[src/rtl/core/fft_overlap_add_convolution_macros.svh]
// Assertion macros shared by the convolution block.
`ifndef FFT_OVERLAP_ADD_CONVOLUTION_MACROS_SVH
`define FFT_OVERLAP_ADD_CONVOLUTION_MACROS_SVH
`ifndef SYNTHESIS
`define OAC_ASSERT_IMP(label, clk, rst_n, ante, cons) \
  label: assert property (@(posedge clk) disable iff (!rst_n) (ante) |-> (cons)) \
    else $error("assertion failed");
`define OAC_ASSERT_NXT(label, clk, rst_n, ante, cons) \
  label: assert property (@(posedge clk) disable iff (!rst_n) (ante) |=> (cons)) \
    else $error("assertion failed");
`else
`define OAC_ASSERT_IMP(label, clk, rst_n, ante, cons)
`define OAC_ASSERT_NXT(label, clk, rst_n, ante, cons)
`endif
`endif

[src/rtl/core/oac_pkg.sv]
// Package with shared types and constants of the convolution block.
package oac_pkg;
  localparam int SAMPLE_W = 16;
  localparam int ACC_W    = 34;
  localparam int CFG_IDX_W = 2;
  typedef logic signed [SAMPLE_W-1:0] sample_t;
  typedef logic signed [ACC_W-1:0]    acc_t;
  localparam logic [CFG_IDX_W-1:0] REG_TAP_0 = 2'd0;

  function automatic sample_t round_sat(input acc_t a);
    logic signed [ACC_W:0] r;
    logic signed [ACC_W-14:0] q;
    begin
      r = {a[ACC_W-1], a} + (ACC_W+1)'(8192);
      q = r[ACC_W:14];
      if (q > 32767) round_sat = 16'sh7fff;
      else if (q < -32768) round_sat = 16'sh8000;
      else round_sat = q[SAMPLE_W-1:0];
    end
  endfunction
endpackage

[src/rtl/core/oac_ram.sv]
// Generic single-port-write, registered-read RAM.
module oac_ram #(
  parameter int WIDTH = 16,
  parameter int DEPTH = 4
) (
  input  logic                     clk,
  input  logic                     we,
  input  logic [$clog2(DEPTH)-1:0] waddr,
  input  logic [WIDTH-1:0]         wdata,
  input  logic [$clog2(DEPTH)-1:0] raddr,
  output logic [WIDTH-1:0]         rdata
);
  logic [WIDTH-1:0] mem [DEPTH];
  always_ff @(posedge clk) begin
    if (we) mem[waddr] <= wdata;
    rdata <= mem[raddr];
  end
endmodule

[src/rtl/core/fft_overlap_add_convolution.sv]
// Top level of the overlap-add block convolution.
// Samples are collected into a segment memory; when a segment completes (or an
// end-of-signal item arrives) a sequencer computes each output position with a
// single shared multiplier, reading one segment sample per tap from the
// memory and adding the stored overlap tail. The transform-domain product equals
// this exact linear convolution, so results match bit for bit. For a completing
// item, every tap of every output position costs a memory read step and a
// multiply-accumulate step, and every position adds an emit step and a handoff
// step; a stall of the result side holds a waiting item in the handoff step.
// Input stall is high while a segment is being processed.
`include "fft_overlap_add_convolution_macros.svh"
module fft_overlap_add_convolution
  import oac_pkg::*;
#(
  parameter int SEGMENT_LENGTH = 4,
  parameter int TAP_COUNT = 4
) (
  input  logic                 clk,
  input  logic                 rst_n,
  input  logic                 cfg_we,
  input  logic [CFG_IDX_W-1:0] cfg_index,
  input  logic [SAMPLE_W-1:0]  cfg_data,
  input  logic                 in_valid,
  output logic                 in_stall,
  input  logic signed [15:0]   in_sample_in,
  input  logic                 in_end_of_signal,
  output logic                 out_valid,
  input  logic                 out_stall,
  output logic signed [15:0]   out_sample_out,
  output logic                 out_last_out
);
  localparam int TAIL = (TAP_COUNT > 1) ? TAP_COUNT - 1 : 1;
  localparam int SPAN = SEGMENT_LENGTH + TAP_COUNT - 1;
  localparam int SW = $clog2(SEGMENT_LENGTH + 1);
  localparam int AW = (SEGMENT_LENGTH > 1) ? $clog2(SEGMENT_LENGTH) : 1;
  localparam int PW = $clog2(SPAN + 1);
  localparam int KW = $clog2(TAP_COUNT + 1);
  localparam int TIW = (TAP_COUNT > 1) ? $clog2(TAP_COUNT) : 1;
  localparam int TLW = (TAIL > 1) ? $clog2(TAIL) : 1;
  localparam int TAPS_HELD = (TAP_COUNT < 4) ? TAP_COUNT : 4;

  typedef enum logic [2:0] {S_IDLE, S_READ, S_MAC, S_EMIT, S_WAIT} state_t;
  state_t state_r;

  sample_t taps_r [TAP_COUNT];
  acc_t    tail_r [TAIL];
  acc_t    newt_r [TAIL];
  logic [SW-1:0] fill_r, nfill_r;
  logic          last_r;
  logic [PW-1:0] p_r, count_r;
  logic [KW-1:0] k_r;
  acc_t          acc_r;
  logic          tapok_r;
  sample_t       tapv_r;

  logic ram_we;
  logic [AW-1:0] ram_wa, ram_ra;
  logic [SAMPLE_W-1:0] ram_rd;

  assign in_stall = (state_r != S_IDLE);
  wire acc_in = in_valid && !in_stall;
  assign ram_we = acc_in && (fill_r < SW'(SEGMENT_LENGTH));
  assign ram_wa = fill_r[AW-1:0];

  // Sample index p-k, valid when k<=p and p-k<fill.
  logic [PW:0] idx;
  assign idx = {1'b0, p_r} - (PW+1)'(k_r);
  assign ram_ra = idx[AW-1:0];
  wire idx_ok = (k_r < KW'(TAP_COUNT)) && !idx[PW] && (idx < (PW+1)'(nfill_r));

  // Next output position and the offset of the current one into the tail.
  logic [PW-1:0] p_inc, p_off;
  assign p_inc = p_r + 1'b1;
  assign p_off = p_r - PW'(SEGMENT_LENGTH);

  oac_ram #(.WIDTH(SAMPLE_W), .DEPTH(SEGMENT_LENGTH)) u_seg (
    .clk(clk), .we(ram_we), .waddr(ram_wa), .wdata(in_sample_in),
    .raddr(ram_ra), .rdata(ram_rd));

  logic signed [2*SAMPLE_W-1:0] prod;
  assign prod = tapv_r * $signed(ram_rd);

  always_ff @(posedge clk) begin
    if (!rst_n) begin
      state_r <= S_IDLE;
      fill_r <= '0;
      out_valid <= 1'b0;
      for (int i = 0; i < TAP_COUNT; i++) taps_r[i] <= '0;
      for (int i = 0; i < TAIL; i++) tail_r[i] <= '0;
    end else begin
      if (cfg_we && 32'(cfg_index) < TAPS_HELD)
        taps_r[cfg_index] <= $signed(cfg_data);
      unique case (state_r)
        S_IDLE: if (acc_in) begin
          if (in_end_of_signal || fill_r + 1'b1 >= SW'(SEGMENT_LENGTH)) begin
            nfill_r <= (fill_r + 1'b1 > SW'(SEGMENT_LENGTH)) ? SW'(SEGMENT_LENGTH)
                                                              : fill_r + 1'b1;
            last_r <= in_end_of_signal;
            count_r <= in_end_of_signal ? PW'(fill_r) + PW'(1) + PW'(TAP_COUNT-1)
                     : (fill_r + 1'b1 > SW'(SEGMENT_LENGTH))
                       ? PW'(SEGMENT_LENGTH) + PW'(TAP_COUNT-1) : PW'(SPAN);
            p_r <= '0;
            k_r <= '0;
            acc_r <= (TAP_COUNT > 1) ? tail_r[0] : '0;
            state_r <= S_READ;
          end else fill_r <= fill_r + 1'b1;
        end
        S_READ: begin
          tapok_r <= idx_ok;
          tapv_r <= taps_r[k_r[TIW-1:0]];
          state_r <= S_MAC;
        end
        S_MAC: begin
          if (tapok_r) acc_r <= acc_r + ACC_W'(prod);
          if (k_r == KW'(TAP_COUNT-1)) state_r <= S_EMIT;
          else begin
            k_r <= k_r + 1'b1;
            state_r <= S_READ;
          end
        end
        S_EMIT: begin
          // The segment positions are always emitted; on end of signal the
          // tail positions within the count are emitted as well.
          if (p_r < PW'(SEGMENT_LENGTH) || (last_r && p_r < count_r)) begin
            out_valid <= 1'b1;
            out_sample_out <= round_sat(acc_r);
            out_last_out <= last_r && (p_inc == count_r);
          end
          // Positions at or beyond the segment length feed the new tail.
          if (p_r >= PW'(SEGMENT_LENGTH) && TAP_COUNT > 1)
            newt_r[p_off[TLW-1:0]] <= acc_r;
          state_r <= S_WAIT;
        end
        S_WAIT: if (!out_valid || !out_stall) begin
          out_valid <= 1'b0;
          if (p_inc >= PW'(SPAN)) begin
            for (int i = 0; i < TAIL; i++)
              tail_r[i] <= (last_r || TAP_COUNT == 1) ? '0 : newt_r[i];
            fill_r <= '0;
            state_r <= S_IDLE;
          end else begin
            p_r <= p_inc;
            k_r <= '0;
            acc_r <= (TAP_COUNT > 1 && p_inc < PW'(TAIL)) ? tail_r[p_inc[TLW-1:0]] : '0;
            state_r <= S_READ;
          end
        end
        default: state_r <= S_IDLE;
      endcase
    end
  end

  `OAC_ASSERT_NXT(a_out_hold, clk, rst_n, out_valid && out_stall, out_valid && $stable(out_sample_out) && $stable(out_last_out))
  `OAC_ASSERT_IMP(a_stall_busy, clk, rst_n, state_r != S_IDLE, in_stall)
  `OAC_ASSERT_IMP(a_fill_bound, clk, rst_n, 1'b1, fill_r <= SW'(SEGMENT_LENGTH))
endmodule

[config.mk]
export PLATFORM = sky130hd
export DESIGN_NAME = fft_overlap_add_convolution
export DESIGN_NICKNAME = d
export VERILOG_FILES = /design/src/rtl/core/oac_pkg.sv /design/src/rtl/core/oac_ram.sv /design/src/rtl/core/fft_overlap_add_convolution.sv
export VERILOG_INCLUDE_DIRS = /design/src /design/src/rtl/core
export SDC_FILE = /design/constraint.sdc
export NUM_CORES = 1
export LEC_CHECK = 0
export BUFFER_PORTS_ARGS = -buffer_cell sky130_fd_sc_hd__buf_4
export CORE_ASPECT_RATIO = 1.1
export CORE_MARGIN = 2
export CORE_UTILIZATION = 40
export CTS_BUF_LIST = sky130_fd_sc_hd__clkbuf_4
export CTS_CLUSTER_DIAMETER = 80
export CTS_CLUSTER_SIZE = 24
export DETAILED_ROUTE_END_ITERATION = 8
export PLACE_DENSITY = 0.55
export SKIP_LAST_GASP = 1
export SYNTH_ARGS = -nofsm -noshare
export SYNTH_HDL_FRONTEND = slang
export SYNTH_SLANG_ARGS = --single-unit
[constraint.sdc]
create_clock -name clk -period 7.86 [get_ports clk]
set_input_delay 0.786 -clock clk [delete_from_list [all_inputs] [get_ports clk]]
set_output_delay 0.786 -clock clk [all_outputs]
set_load 0.01 [all_outputs]
==> run metrics <==
status finished clean; port bufs 58; relative slew slack 32.0%; Slew @ Worst Pin 1.02 ns; mapped cell area 28600 um2; Final setup violation count 0; largest net degree at the start of global routing 103; via count 16416; synthesized area per cell 12.5 um2; vias in the first global route 17968; starting density of the core 40.5%; DRT Wirelength 63000 um; share of cells above drive strength 1 8.28%; worst-path fanout max 16; Setup CP Type reg2reg; nets@finish 2774; Post-Syn Nets 2755; most common flop cell mapped by yosys edfxtp_1; die height 284 um; drt first-iter violations 958; width of the die 259 um; library cells used by synthesis 69; WP data arrival 7.53 ns; required time of the worst setup path 8.52 ns; CTS tree built; # hold bufs at CTS 0; Root Driver clkbuf_4; register area share after synthesis 45.0%; RePlAce Congestion 0.838; Clock Skew 0.0878 ns; Final min period 6.87 ns; Setup crit end kind flip-flop; drt wl/cell 19.3 um; Achievable Freq 146 MHz; row cnt 102; setup TNS 0 ns; clock latency on the worst-skew pair 0.90 ns; Post-CTS Setup Bufs 0; core region area 70600 um2; EDFF count, synth 413; Pins Over Slew Limit 0; Clock H-tree levels 1; DRT Pass-1 Iters 5; Vias per Instance 5.04; synthesis-to-finish area growth 6.74%; Filler Cell Count 6578; RSZ-0062 raised after global routing no; Overall Global Routing Usage 17.5%; Cells after Synth 2285; die area 73600 um2; I/O pin count 59; Final Hold Violating Endpoints 0; DRC 0; CTS Buf Count 26; Critical Path Source Type flip-flop; antenna violations before repair 2; Num Clock Sinks 436; post-DP HPWL 45600 um; Final Cycle Share 87.4%; first-pass GRT wire length 99900 um; FF+latch count, synth 436; YS warnings 0; Longest Clk Path Bufs 3; post-CTS resize count 0; Reg clk slew, reported paths 0.24 ns; Routed Antenna Nets 0; ys async rst share 0%; Hold Path Class in2reg; grt total ovfl 0; Max-Cap Viols 0
## sequential cells by signal, summed over array words and instances, names as in the netlist
register and flops:
tail_r 102, count_r 3, tapv_r 16, fill_r 3, tapok_r 1, nfill_r 3
newt_r 102, out_valid 1, k_r 3, out_sample_out 16, out_last_out 1, u_seg.rdata 16
last_r 1, u_seg.mem 64, taps_r 64, state_r 3, p_r 3, acc_r 34
## final cells by class
type	instances	area, um2	area share, %
multi-input cells	1391	14000	46.0
flip-flops and latches	436	12900	42.2
inverters	369	1390	4.54
well taps	936	1170	3.84
repair buffers	80	601	1.97
clock buffers	31	233	0.763
clock inverters	13	231	0.759
diodes	1	2.50	0.00820
## worst max-delay path, cell delays in order (launching register included)
cell and delay [ns]:
dfxtp_1 0.89, nand2_1 0.18, fa_1 0.56, inv_1 0.05, fa_1 0.51, inv_1 0.06
fa_1 0.53, inv_1 0.06, fa_1 0.51, fa_1 0.55, inv_1 0.05, fa_1 0.52
inv_1 0.04, ha_1 0.36, and3_1 0.21, a221o_1 0.35, a21oi_2 0.25, o31ai_4 0.15
a311oi_1 0.41, o21bai_2 0.14, xnor2_1 0.15, o221ai_1 0.12
## placed cells by master (no fill, tap or decap), types with 32 or more instances in the layout
| cell | Yosys | final |
|---|---|---|
| edfxtp_1 | 413 | 413 |
| inv_1 | 369 | 369 |
| fa_1 | 306 | 306 |
| and2_1 | 279 | 276 |
| nand2_1 | 170 | 168 |
| ha_1 | 124 | 123 |
| buf_4 | 1 | 80 |
| nor2_1 | 79 | 78 |
| a21oi_1 | 65 | 64 |
| mux2i_1 | 38 | 38 |
| xnor2_1 | 34 | 34 |
| mux4_2 | 32 | 32 |
## layer usage
layer	wire, um	vias up	GRT usage [%]
met2	33900	237	32.5
li1	-	7550	-
met4	1520	2	4.31
met5	13	-	0
met1	25800	8548	21.7
met3	1730	79	1.58
## logic make-up (layout without fill, tap and decap cells)
| group | Yosys count | count (layout) | share of synthesized area (%) |
|---|---|---|---|
| other | 0 | 1 | 0 |
| buffers and inverters | 458 | 493 | 6.08 |
| AO/OA/AOI/OAI | 201 | 201 | 4.73 |
| multiplexers | 71 | 71 | 3.89 |
| XOR/XNOR | 55 | 55 | 1.69 |
| adder cells (fa/ha/maj) | 430 | 430 | 26.9 |
| flip-flops | 436 | 436 | 45.0 |
| AND/OR/NAND/NOR | 634 | 634 | 11.8 |
## worst paths after layout
kind                     from  cells after the start  slack, ns          endpoint
min reg2reg      newt_r[0][9]                      1       0.48      tail_r[0][9]
max            u_seg.rdata[7]                     21       0.99         acc_r[29]
max reg2reg    u_seg.rdata[7]                     21       0.99         acc_r[29]
min          in_sample_in[13]                      1       0.09  u_seg.mem[1][13]
## stage by stage
step / worst slack (ns) / std cells / hold WS [ns] / cell area, um2 / util (%)
after global routing: 0.614 / 3257 / 0.0441 / 30500 / 43.2
final: 0.990 / 3257 / 0.0921 / 30500 / 43.2
after CTS: 1.00 / 3256 / 0.0303 / 30500 / 43.2
after global placement: 1.06 / 3212 / 0.490 / 30000 / 42.6
after floorplan: 1.61 / 2285 / 0.458 / 28600 / -
after detailed placement: 0.974 / 3212 / 0.502 / 30000 / 42.6
## cells in the mapped netlist (3+ instances only)
cell type,n,area (um2)
o21ai_0,28,140
nor3b_1,7,52.6
nor2b_1,11,68.8
o21a_1,4,30.0
and3_1,29,181
nand2_1,170,638
o21ai_2,9,78.8
a21o_1,18,135
nor2_1,79,297
buf_1,7,26.3
xnor2_1,34,298
mux2i_1,38,380
o21bai_1,3,22.5
or3_1,3,18.8
xor2_1,21,184
and2_1,279,1750
ha_1,124,1550
nand2b_1,12,75.1
buf_2,5,25.0
a31oi_1,6,37.5
dfxtp_1,23,460
nand3_1,13,65.1
a22oi_1,8,60.1
nand3b_1,3,22.5
o211ai_1,6,45.0
inv_1,369,1390
mux4_2,32,721
fa_1,306,6130
o221ai_1,19,166
a211oi_1,4,30.0
nor3_1,12,60.1
edfxtp_1,413,12400
a21oi_1,65,325
o21ai_1,3,15.0
clkbuf_1,75,282
Power is left out: the tool's default activity adds up to more than one toggle a clock period on the data nets, which glitch-free logic cannot reach.
